[src/hdl/fld_pkg.sv]
// Shared types and constants for the five-channel light fader.
package fld_pkg;

  localparam int NCH   = 5;   // level, red, green, blue, temperature
  localparam int VAL_W = 16;
  localparam int CUR_W = 32;
  localparam int PTS_W = 4;
  localparam int QUO_W = 29;  // a 32-bit value divided by ten fits in 29 bits

  // Reciprocal of ten: (d * RECIP10) >> RECIP_SHIFT equals d / 10 for every 32-bit d.
  localparam logic [CUR_W-1:0] RECIP10     = 32'hCCCC_CCCD;
  localparam int               RECIP_SHIFT = 35;

  typedef enum logic [1:0] {
    ACT_START = 2'd0,
    ACT_TICK  = 2'd1,
    ACT_STOP  = 2'd2,
    ACT_NUDGE = 2'd3
  } action_t;

  typedef enum logic [2:0] {
    LOP_IDLE,
    LOP_DIFF,
    LOP_DIV,
    LOP_APPLY,
    LOP_TICK,
    LOP_NUDGE
  } lane_op_t;

  typedef logic [NCH-1:0][VAL_W-1:0] res_t;

endpackage

[src/hdl/fld_lane.sv]
// One fader channel: current value, signed step and the divide-by-ten path.
module fld_lane #(
  parameter int FRAC_BITS = 8
) (
  input  logic                              clk,
  input  logic                              rst_n,
  input  fld_pkg::lane_op_t                 op,
  input  logic [fld_pkg::VAL_W-1:0]         val,
  output logic [fld_pkg::VAL_W-1:0]         lvl
);
  import fld_pkg::*;

  logic [CUR_W-1:0]   cur_r, cur_nxt;
  logic [CUR_W-1:0]   step_r, step_nxt;
  logic [CUR_W-1:0]   mag_r, mag_nxt;
  logic               neg_r, neg_nxt;
  logic [QUO_W-1:0]   quot_r;
  logic [CUR_W-1:0]   val_fx;
  logic [2*CUR_W-1:0] prod;
  logic [CUR_W-1:0]   quot_ext;
  logic [CUR_W-1:0]   signed_step;
  logic [CUR_W-1:0]   shifted;

  assign val_fx      = {{(CUR_W-VAL_W){1'b0}}, val} << FRAC_BITS;
  assign prod        = {{CUR_W{1'b0}}, mag_r} * {{CUR_W{1'b0}}, RECIP10};
  assign quot_ext    = {{(CUR_W-QUO_W){1'b0}}, quot_r};
  assign signed_step = neg_r ? (~quot_ext + 32'd1) : quot_ext;

  always_comb begin
    cur_nxt  = cur_r;
    step_nxt = step_r;
    mag_nxt  = mag_r;
    neg_nxt  = neg_r;
    case (op)
      LOP_DIFF: begin
        neg_nxt = (val_fx < cur_r);
        mag_nxt = (val_fx < cur_r) ? (cur_r - val_fx) : (val_fx - cur_r);
      end
      LOP_APPLY: begin
        step_nxt = signed_step;
        cur_nxt  = cur_r + signed_step;
      end
      LOP_TICK:  cur_nxt = cur_r + step_r;
      LOP_NUDGE: cur_nxt = cur_r + val_fx;
      default: begin
      end
    endcase
  end

  always_ff @(posedge clk) begin
    if (!rst_n) begin
      cur_r  <= '0;
      step_r <= '0;
    end else begin
      cur_r  <= cur_nxt;
      step_r <= step_nxt;
    end
  end

  always_ff @(posedge clk) begin
    mag_r <= mag_nxt;
    neg_r <= neg_nxt;
    if (op == LOP_DIV) begin
      quot_r <= prod[2*CUR_W-1:RECIP_SHIFT];
    end
  end

  // The emitted level is the value after this cycle's update.
  assign shifted = cur_nxt >> FRAC_BITS;
  assign lvl     = shifted[VAL_W-1:0];

endmodule

[config.mk]
export PLATFORM = sky130hd
export DESIGN_NAME = fld_lane
export DESIGN_NICKNAME = d
export VERILOG_FILES = /design/src/hdl/fld_pkg.sv /design/src/hdl/fld_lane.sv
export SDC_FILE = /design/constraint.sdc
export NUM_CORES = 2
export LEC_CHECK = 0
export ABC_AREA = 1
export BUFFER_PORTS_ARGS = -buffer_cell sky130_fd_sc_hd__buf_4
export CAP_MARGIN = 20
export CORE_MARGIN = 2
export CORE_UTILIZATION = 65
export CTS_CLUSTER_DIAMETER = 150
export DETAILED_ROUTE_END_ITERATION = 7
export PLACE_DENSITY_LB_ADDON = 0.08
export SYNTH_ARGS = -nofsm -noshare
export SYNTH_HDL_FRONTEND = slang
export SYNTH_SLANG_ARGS = --single-unit
[constraint.sdc]
create_clock -name clk -period 14.8 [get_ports clk]
set_clock_uncertainty 0.15 [all_clocks]
set_input_delay 2.96 -clock clk [delete_from_list [all_inputs] [get_ports clk]]
set_output_delay 2.96 -clock clk [all_outputs]
set_load 0.1 [all_outputs]
==> metrics <==
outcome completed; Mapped Area 30,460 sq um; synthesis-to-layout area growth 4.264%; final worst path period share 0.6191; crit path max fanout 44; Hold Buf Count CTS 0; synthesized area per cell 7.347 sq um; drt pass-1 iters 8; Fin. Hold Viols 0; crit path DAT 6050 ps; antenna viol nets, final 0; setup violators final 0; Buffers on Ports 36; synthesis-stage register bit count 126; post-synth top area share 0.2557; Starting DRT DRC Count 2,345; largest net degree at the start of global routing 45; Initial Utilization 0.6571; commonest non-fill, non-tap cell in the layout inv_1; final core occ 0.6851; antenna cell count 0; Yosys cell types 50; hold slack 325.2 ps; Cell Area, Placed 31,150 sq um; Die H 220.5 microns; Crit path max-delay family buffers and inverters; crit end category primary output; DR DRC count 0; CP Launch Type input port; most frequent cells in the layout inv_1, nand2_1, ha_1; most used cell, CP nand2_1; setup TNS 0 ps; Cell Chain, Critical Path buf_4 > inv_2 > nor3_2 > buf_4 > inv_2 > o21ai_0 > ha_1 > nand2_1 > nand2_1 > nor2_1 > inv_1 > nand2_1 > nand3_1 > nand2_1 > nand2_1 > a21oi_1 > o21ai_0 > nand2_1 > buf_4; worst-margin pin slew 1003 ps; detailed placer's ending HPWL 87.43 mm; H-tree levels 4; Clock Path Buffers 2; Synth Instances 4,146; RSZ-0062 raised after global routing no; FP Rows 79; Placer Congestion 1.030; worst path bufs/invs 6; Worst EP required 11,690 ps; CP max-delay cell inv_2; root buffer cell clkbuf_16; TritonCTS buffer count 17; yosys synthesis warning count 0; via count 27,030; slew margin rel. 0.3312; initial antenna violation count 4; global-route wire length before repair 155.5 mm; max cap viols 0; Hold Crit Class reg2reg; layout cells sized above 1 0.03227; Reg clk slew, reported paths 70 ps; clk sinks 126; die area 48,610 sq um; syn_nets 4,983; crit-path max cell delay 510 ps; final WL 103.6 mm; Synth Flop Type dfxtp_1; PostCTS Resize Cnt 0; routed wire length per instance 21.76 microns; Tmin final 9163 ps; Max Transition Viols Final 0; number of synthesized flops with an enable pin 62; Post-CTS Setup Bufs 0; Async SR Flop Fraction 0; Vias/cell 5.679; CTS tree built; Final Instance Area 31,760 sq um; Max Clock Freq 0.1091 GHz; most area-hungry cell type in the Yosys netlist fa_1; WS Path Type in2out; die width 220.5 microns; Core ar. 46,360 sq um; Worst-Skew Late Latency 460 ps; Nets 4,977; grt ovf 0; Tot GR Track Use 0.4415; post-synthesis sequential area ratio 0.1032; Synth area leaders fa_1, ha_1, inv_1; I/O pin count 37; vias in the first global route 27,020
## per-layer routing
layer | part of all wire | global-route usage | vias to the layer above | routed length (microns)
li1 | - | - | 12700 | -
met1 | 0.35 | 0.4815 | 12580 | 36160
met3 | 0.099 | 0.1243 | 462 | 10260
met5 | 0.00048 | 0 | - | 50
met4 | 0.10 | 0.3785 | 8 | 10740
met2 | 0.45 | 0.7109 | 1278 | 46390
## tightest hold or removal path, delay by kind of cell, from the launching register on
kind / cells / cell delay, ps
flip-flops: 1 / 300
AO/OA/AOI/OAI: 1 / 60
buffers and inverters: 1 / 60
## synth_stat cells (5+ instances only)
cell,count
a21boi_0,8
a21o_1,18
a21oi_1,215
a31oi_1,12
buf_2,12
buf_4,27
buf_6,5
clkbuf_1,23
dfxtp_1,64
edfxtp_1,62
fa_1,389
ha_1,427
inv_1,1042
inv_2,10
nand2_1,839
nand3_1,177
nand3b_1,11
nand4_1,23
nor2_1,336
nor3_1,31
o211ai_1,5
o21a_1,10
o21ai_0,176
o21ai_1,14
o21ai_2,6
o21bai_1,33
or2_2,11
xnor2_1,22
xor2_1,89
## registers in the layout (all words and copies together), names as in the netlist
signal,flops
step_r,32
cur_r,32
mag_r,32
neg_r,1
quot_r,29
## kinds of logic after synthesis
family / synth area share
and+or+nand+nor: 0.1977
buffers and inverters: 0.1437
adders and majority gates: 0.4311
AOI/OAI and AO/OA: 0.09242
DFF: 0.1032
xor gates and xnor gates: 0.03192
## worst paths after layout
path,startpoint,to,slack (ps),cells after the start
hold / removal,step_r[1],step_r[1],330,2
setup / recovery,op[2],lvl[12],5640,19
hold reg to reg,step_r[1],step_r[1],330,2
setup reg to reg,mag_r[9],quot_r[21],7120,21
## stage by stage
step,instances,setup WS (ps)
after floorplan,4146,6443
after global placement,4728,5686
after detailed placement,4728,5675
after CTS,4760,5666
after global routing,4760,5289
final,4760,5637
## area by class of cell
cell class                 count  area, sq um
timing repair buffer          45        337.8
clock buffer                  19        454.2
tap                          607        759.5
inverter                    1054         3961
sequential                   126         3143
clock inverter                13        153.9
multi-input combinational   2896        22950
fill                        4159        14600
Power is not shown: default switching activity piles up to over one toggle a cycle in this logic, so the estimate is an artifact.
