## src/hdl/fld_pkg.sv

```systemverilog
// Shared types and constants for the five-channel light fader.
package fld_pkg;

  localparam int NCH   = 5;   // level, red, green, blue, temperature
  localparam int VAL_W = 16;
  localparam int CUR_W = 32;
  localparam int PTS_W = 4;
  localparam int QUO_W = 29;  // a 32-bit value divided by ten fits in 29 bits

  // Reciprocal of ten: (d * RECIP10) >> RECIP_SHIFT equals d / 10 for every 32-bit d.
  localparam logic [CUR_W-1:0] RECIP10     = 32'hCCCC_CCCD;
  localparam int               RECIP_SHIFT = 35;

  typedef enum logic [1:0] {
    ACT_START = 2'd0,
    ACT_TICK  = 2'd1,
    ACT_STOP  = 2'd2,
    ACT_NUDGE = 2'd3
  } action_t;

  typedef enum logic [2:0] {
    LOP_IDLE,
    LOP_DIFF,
    LOP_DIV,
    LOP_APPLY,
    LOP_TICK,
    LOP_NUDGE
  } lane_op_t;

  typedef logic [NCH-1:0][VAL_W-1:0] res_t;

endpackage

```

## src/hdl/fld_outq.sv

```systemverilog
// Two-entry result queue that gathers the lane levels into one result item.
module fld_outq (
  input  logic          clk,
  input  logic          rst_n,
  input  logic          push,
  input  fld_pkg::res_t push_data,
  input  logic          out_stall,
  output logic          out_valid,
  output fld_pkg::res_t out_data,
  output logic          pop,
  output logic          full
);
  import fld_pkg::*;

  res_t       mem_r [2];
  logic       wp_r, rp_r;
  logic [1:0] cnt_r, cnt_nxt;

  assign out_valid = (cnt_r != 2'd0);
  assign out_data  = mem_r[rp_r];
  assign pop       = out_valid && !out_stall;
  assign full      = (cnt_r == 2'd2);

  always_comb begin
    cnt_nxt = cnt_r;
    if (push && !pop) begin
      cnt_nxt = cnt_r + 2'd1;
    end else if (pop && !push) begin
      cnt_nxt = cnt_r - 2'd1;
    end
  end

  always_ff @(posedge clk) begin
    if (!rst_n) begin
      wp_r  <= 1'b0;
      rp_r  <= 1'b0;
      cnt_r <= 2'd0;
    end else begin
      cnt_r <= cnt_nxt;
      if (push) begin
        wp_r <= ~wp_r;
      end
      if (pop) begin
        rp_r <= ~rp_r;
      end
    end
  end

  always_ff @(posedge clk) begin
    if (push) begin
      mem_r[wp_r] <= push_data;
    end
  end

endmodule

```

## config.mk

```make
export PLATFORM = sky130hd
export DESIGN_NAME = fld_outq
export DESIGN_NICKNAME = d
export VERILOG_FILES = /design/src/hdl/fld_pkg.sv /design/src/hdl/fld_outq.sv
export SDC_FILE = /design/constraint.sdc
export NUM_CORES = 1
export LEC_CHECK = 0
export ABC_AREA = 0
export BUFFER_PORTS_ARGS = -buffer_cell sky130_fd_sc_hd__buf_2
export CAP_MARGIN = 0
export CORE_ASPECT_RATIO = 2
export CORE_UTILIZATION = 56
export DETAILED_ROUTE_END_ITERATION = 16
export PLACE_DENSITY = 0.83
export SLEW_MARGIN = 20
export SYNTH_ARGS = -nofsm -noshare
export SYNTH_HDL_FRONTEND = slang
export SYNTH_SLANG_ARGS = --single-unit
```

## constraint.sdc

```tcl
create_clock -name clk -period 12.7 [get_ports clk]
set_clock_uncertainty 0.15 [all_clocks]
set_input_delay 1.27 -clock clk [delete_from_list [all_inputs] [get_ports clk]]
set_output_delay 1.27 -clock clk [all_outputs]
set_load 0.05 [all_outputs]
```

==> flow_summary.ini <==
[worst_setup_path]
r2r-end = mem_r[0][44]$_DFFE_PP_
crit_path_start_kind = register
worst-path-max-fanout = 80
crit_end_element = primary output
worst-r2r-cell-count = 2
cp_slowest_stage_delay_ns = 1.04
worst-setup-path-type = register to primary output
cp_slowest_cell = sky130_fd_sc_hd__dfxtp_4
reg2reg_from = wp_r$_SDFFE_PN0P_
r2r_setup_slack_ns = 10.83
worst-endpoint-arrival_ns = 2.14
path_cells = mux2_2 -> buf_2
timing.critical_path.required_ns = 11.28

[synth]
post-synth-top-area-cell = sky130_fd_sc_hd__edfxtp_1
share_of_flip_flops_with_an_asynchronous_set_or_reset_after_synthesis = 0
synth_area_leaders = sky130_fd_sc_hd__edfxtp_1 (80%), sky130_fd_sc_hd__mux2_2 (15%), sky130_fd_sc_hd__dfxtp_1 (1.7%)
synth_flop_cell = sky130_fd_sc_hd__edfxtp_1
syn_nets = 357
yosys.area.top_type_share = 0.8003
ys_seq_area_frac = 0.8170
syn-instance-count = 272
synthesis.area_um2 = 6003
yosys_warnings = 0
ys_ff_latch = 165
synth_area_per_cell_um2 = 22.07
synth-edff-count = 160
synth.distinct_cells = 18

[clock_tree]
htree_num_levels = 4
tritoncts_num_sinks = 165
cts-buffers-inserted = 17
clk_latency_ns = 0.41
clk_pin_slew_worst_paths_ns = 0.06
cts_hold_buffers = 0
tritoncts = done
root_buffer = sky130_fd_sc_hd__clkbuf_16
post-cts-setup-buffer-count = 0
post_cts_resized = 0
clockBufferDepth = 2

[sta]
fmaxAchievable_ghz = 0.2812
post-route-period-util = 0.2801
setup-violations-final = 0
totalNegativeSetupSlack_ns = 0
tightest_slew_ns = 1.082
timing.max_slew.rel_slack = 0.2788
worst_hold_slack_ns = 0.3937
layout_min_cycle_time_ns = 3.557
hold_violations = 0
finalMaxSlewViolations = 0
grt_setup_unrepaired = no

[drt]
drt.antenna.violating_nets = 0
wl_per_cell_um = 17.91
routed_via_density = 5.190
initialDrtViolationCount = 135
drt_pre_antenna_iters = 5
post-route-drc-count = 0
dr_total_vias = 3119
finalWirelength_um = 10760

[global_route]
number_of_global_route_vias_before_repair = 3325
grt_use_met1 = 0.1950
met2_track_demand_over_resource = 0.3703
grt_pass1_wl_um = 16100
global_route.peak_usage_layer = met2
grt_antenna_before_repair = 1
gr-usage-all-layers = 0.2080
global_route.overflow_total = 0
grt_use_met3 = 0.08266
largest_net_degree_at_the_start_of_global_routing = 81

[layout]
multi_input_comb_area_um2 = 1040
filler_cell_count = 685
nets = 535
area_growth_syn_to_layout_pct = 27.47
layout_common_cells = sky130_fd_sc_hd__buf_2 (166), sky130_fd_sc_hd__edfxtp_1 (160), sky130_fd_sc_hd__mux2_2 (80)
drive_above_1_share = 0.6112
regArea_um2 = 4908
final_common_cell = sky130_fd_sc_hd__buf_2

[outcome]
status = finished clean

[floorplanning]
dieArea_um2 = 11160
top_level_ports = 167
fp.dieW_um = 75.21
die_height_um = 148.4
placement_rows = 53
initial_standard_cell_utilization_of_the_core = 0.5730
placeableCoreArea_um2 = 10480

[job]
maxCapViolCount = 0

[hold_path]
min_from = cnt_r[1]$_SDFFE_PN0P_
hold-path-endpoint = cnt_r[1]$_SDFFE_PN0P_
min_path_cells = 2
hold_removal_path_class = register to register

[place]
buffer_ports.inserted = 166
gp_routability_congestion = 0.7038
post-dp-hpwl_um = 7081

[power]
powerDensity_nw_per_um2 = 227.3
design_power_total_w = 0.001740
leakagePower_nw = 2.896
maximum_vdd_drop_uv = 196.5
## power by group
part | total [W] | internal (W) | switching (W)
sequential | 0.000685 | 0.000634 | 0.0000506
clock | 0.000562 | 0.000368 | 0.000194
combinational | 0.000492 | 0.000154 | 0.000338
## synth_stat cells (all sizes together), types with 2 or more instances
| cell | count |
|---|---|
| mux2 | 80 |
| nor2b | 2 |
| dfxtp | 5 |
| xnor2 | 2 |
| and2 | 4 |
| buf | 9 |
| edfxtp | 160 |
## metrics by stage
stage | instances | setup WS [ns] | util | cell area (µm²)
CTS | 599 | 9.095 | 0.7275 | 7622
detailed placement | 567 | 9.183 | 0.6644 | 6962
global placement | 567 | 9.255 | 0.6644 | 6962
floorplan | 272 | 7.222 | - | 6003
finish | 601 | 9.143 | 0.7304 | 7652
global route | 600 | 9.008 | 0.7301 | 7650
## registers in the layout, summed over array words and instances, names as in the netlist, named ones only
| name | flops |
|---|---|
| mem_r | 160 |
| rp_r | 1 |
| cnt_r | 2 |
| wp_r | 1 |
## area by class of cell
cell class                 instances  share of cell area
inverter                           1           0.0004905
multi-input combinational         97              0.1359
tap                              137             0.02240
timing repair buffer             168              0.1131
clock inverter                    14             0.03025
clock buffer                      18             0.05608
antenna                            1           0.0003270
sequential                       165              0.6414
## critical path, delay by kind of cell (launching register included)
family                 cells  cell delay (ns)
buffers and inverters      1             0.22
DFF                        1             1.04
muxes                      1             0.45
## worst max-delay path by stage
stage / start / end / cells after the start / slack (ns)
global route: register / out_data[27] / 2 / 9.01
CTS: register / out_data[75] / 2 / 9.10
finish: register / out_data[75] / 2 / 9.14
global placement: push / mem_r[0][44]$_DFFE_PP_ / 3 / 9.25
detailed placement: push / mem_r[0][8]$_DFFE_PP_ / 3 / 9.18
floorplan: push / mem_r[0][0]$_DFFE_PP_ / 1 / 7.22
## cell families after synthesis
| kind of cell | share of synthesized area |
|---|---|
| AO/OA/AOI/OAI | 0.005211 |
| XOR/XNOR | 0.004378 |
| adder cells (fa/ha/maj) | 0.002084 |
| buffers and inverters | 0.01146 |
| flip-flops | 0.8170 |
| multiplexers | 0.1501 |
| AND/OR/NAND/NOR | 0.009796 |
## layer usage
layer  part of all wire  vias to the layer above
li1                   -                     1436
met1               0.32                     1530
met2               0.58                      125
met3              0.056                       28
met4              0.043                        0
met5                  0                        -
(Power assumes the default switching activity.)
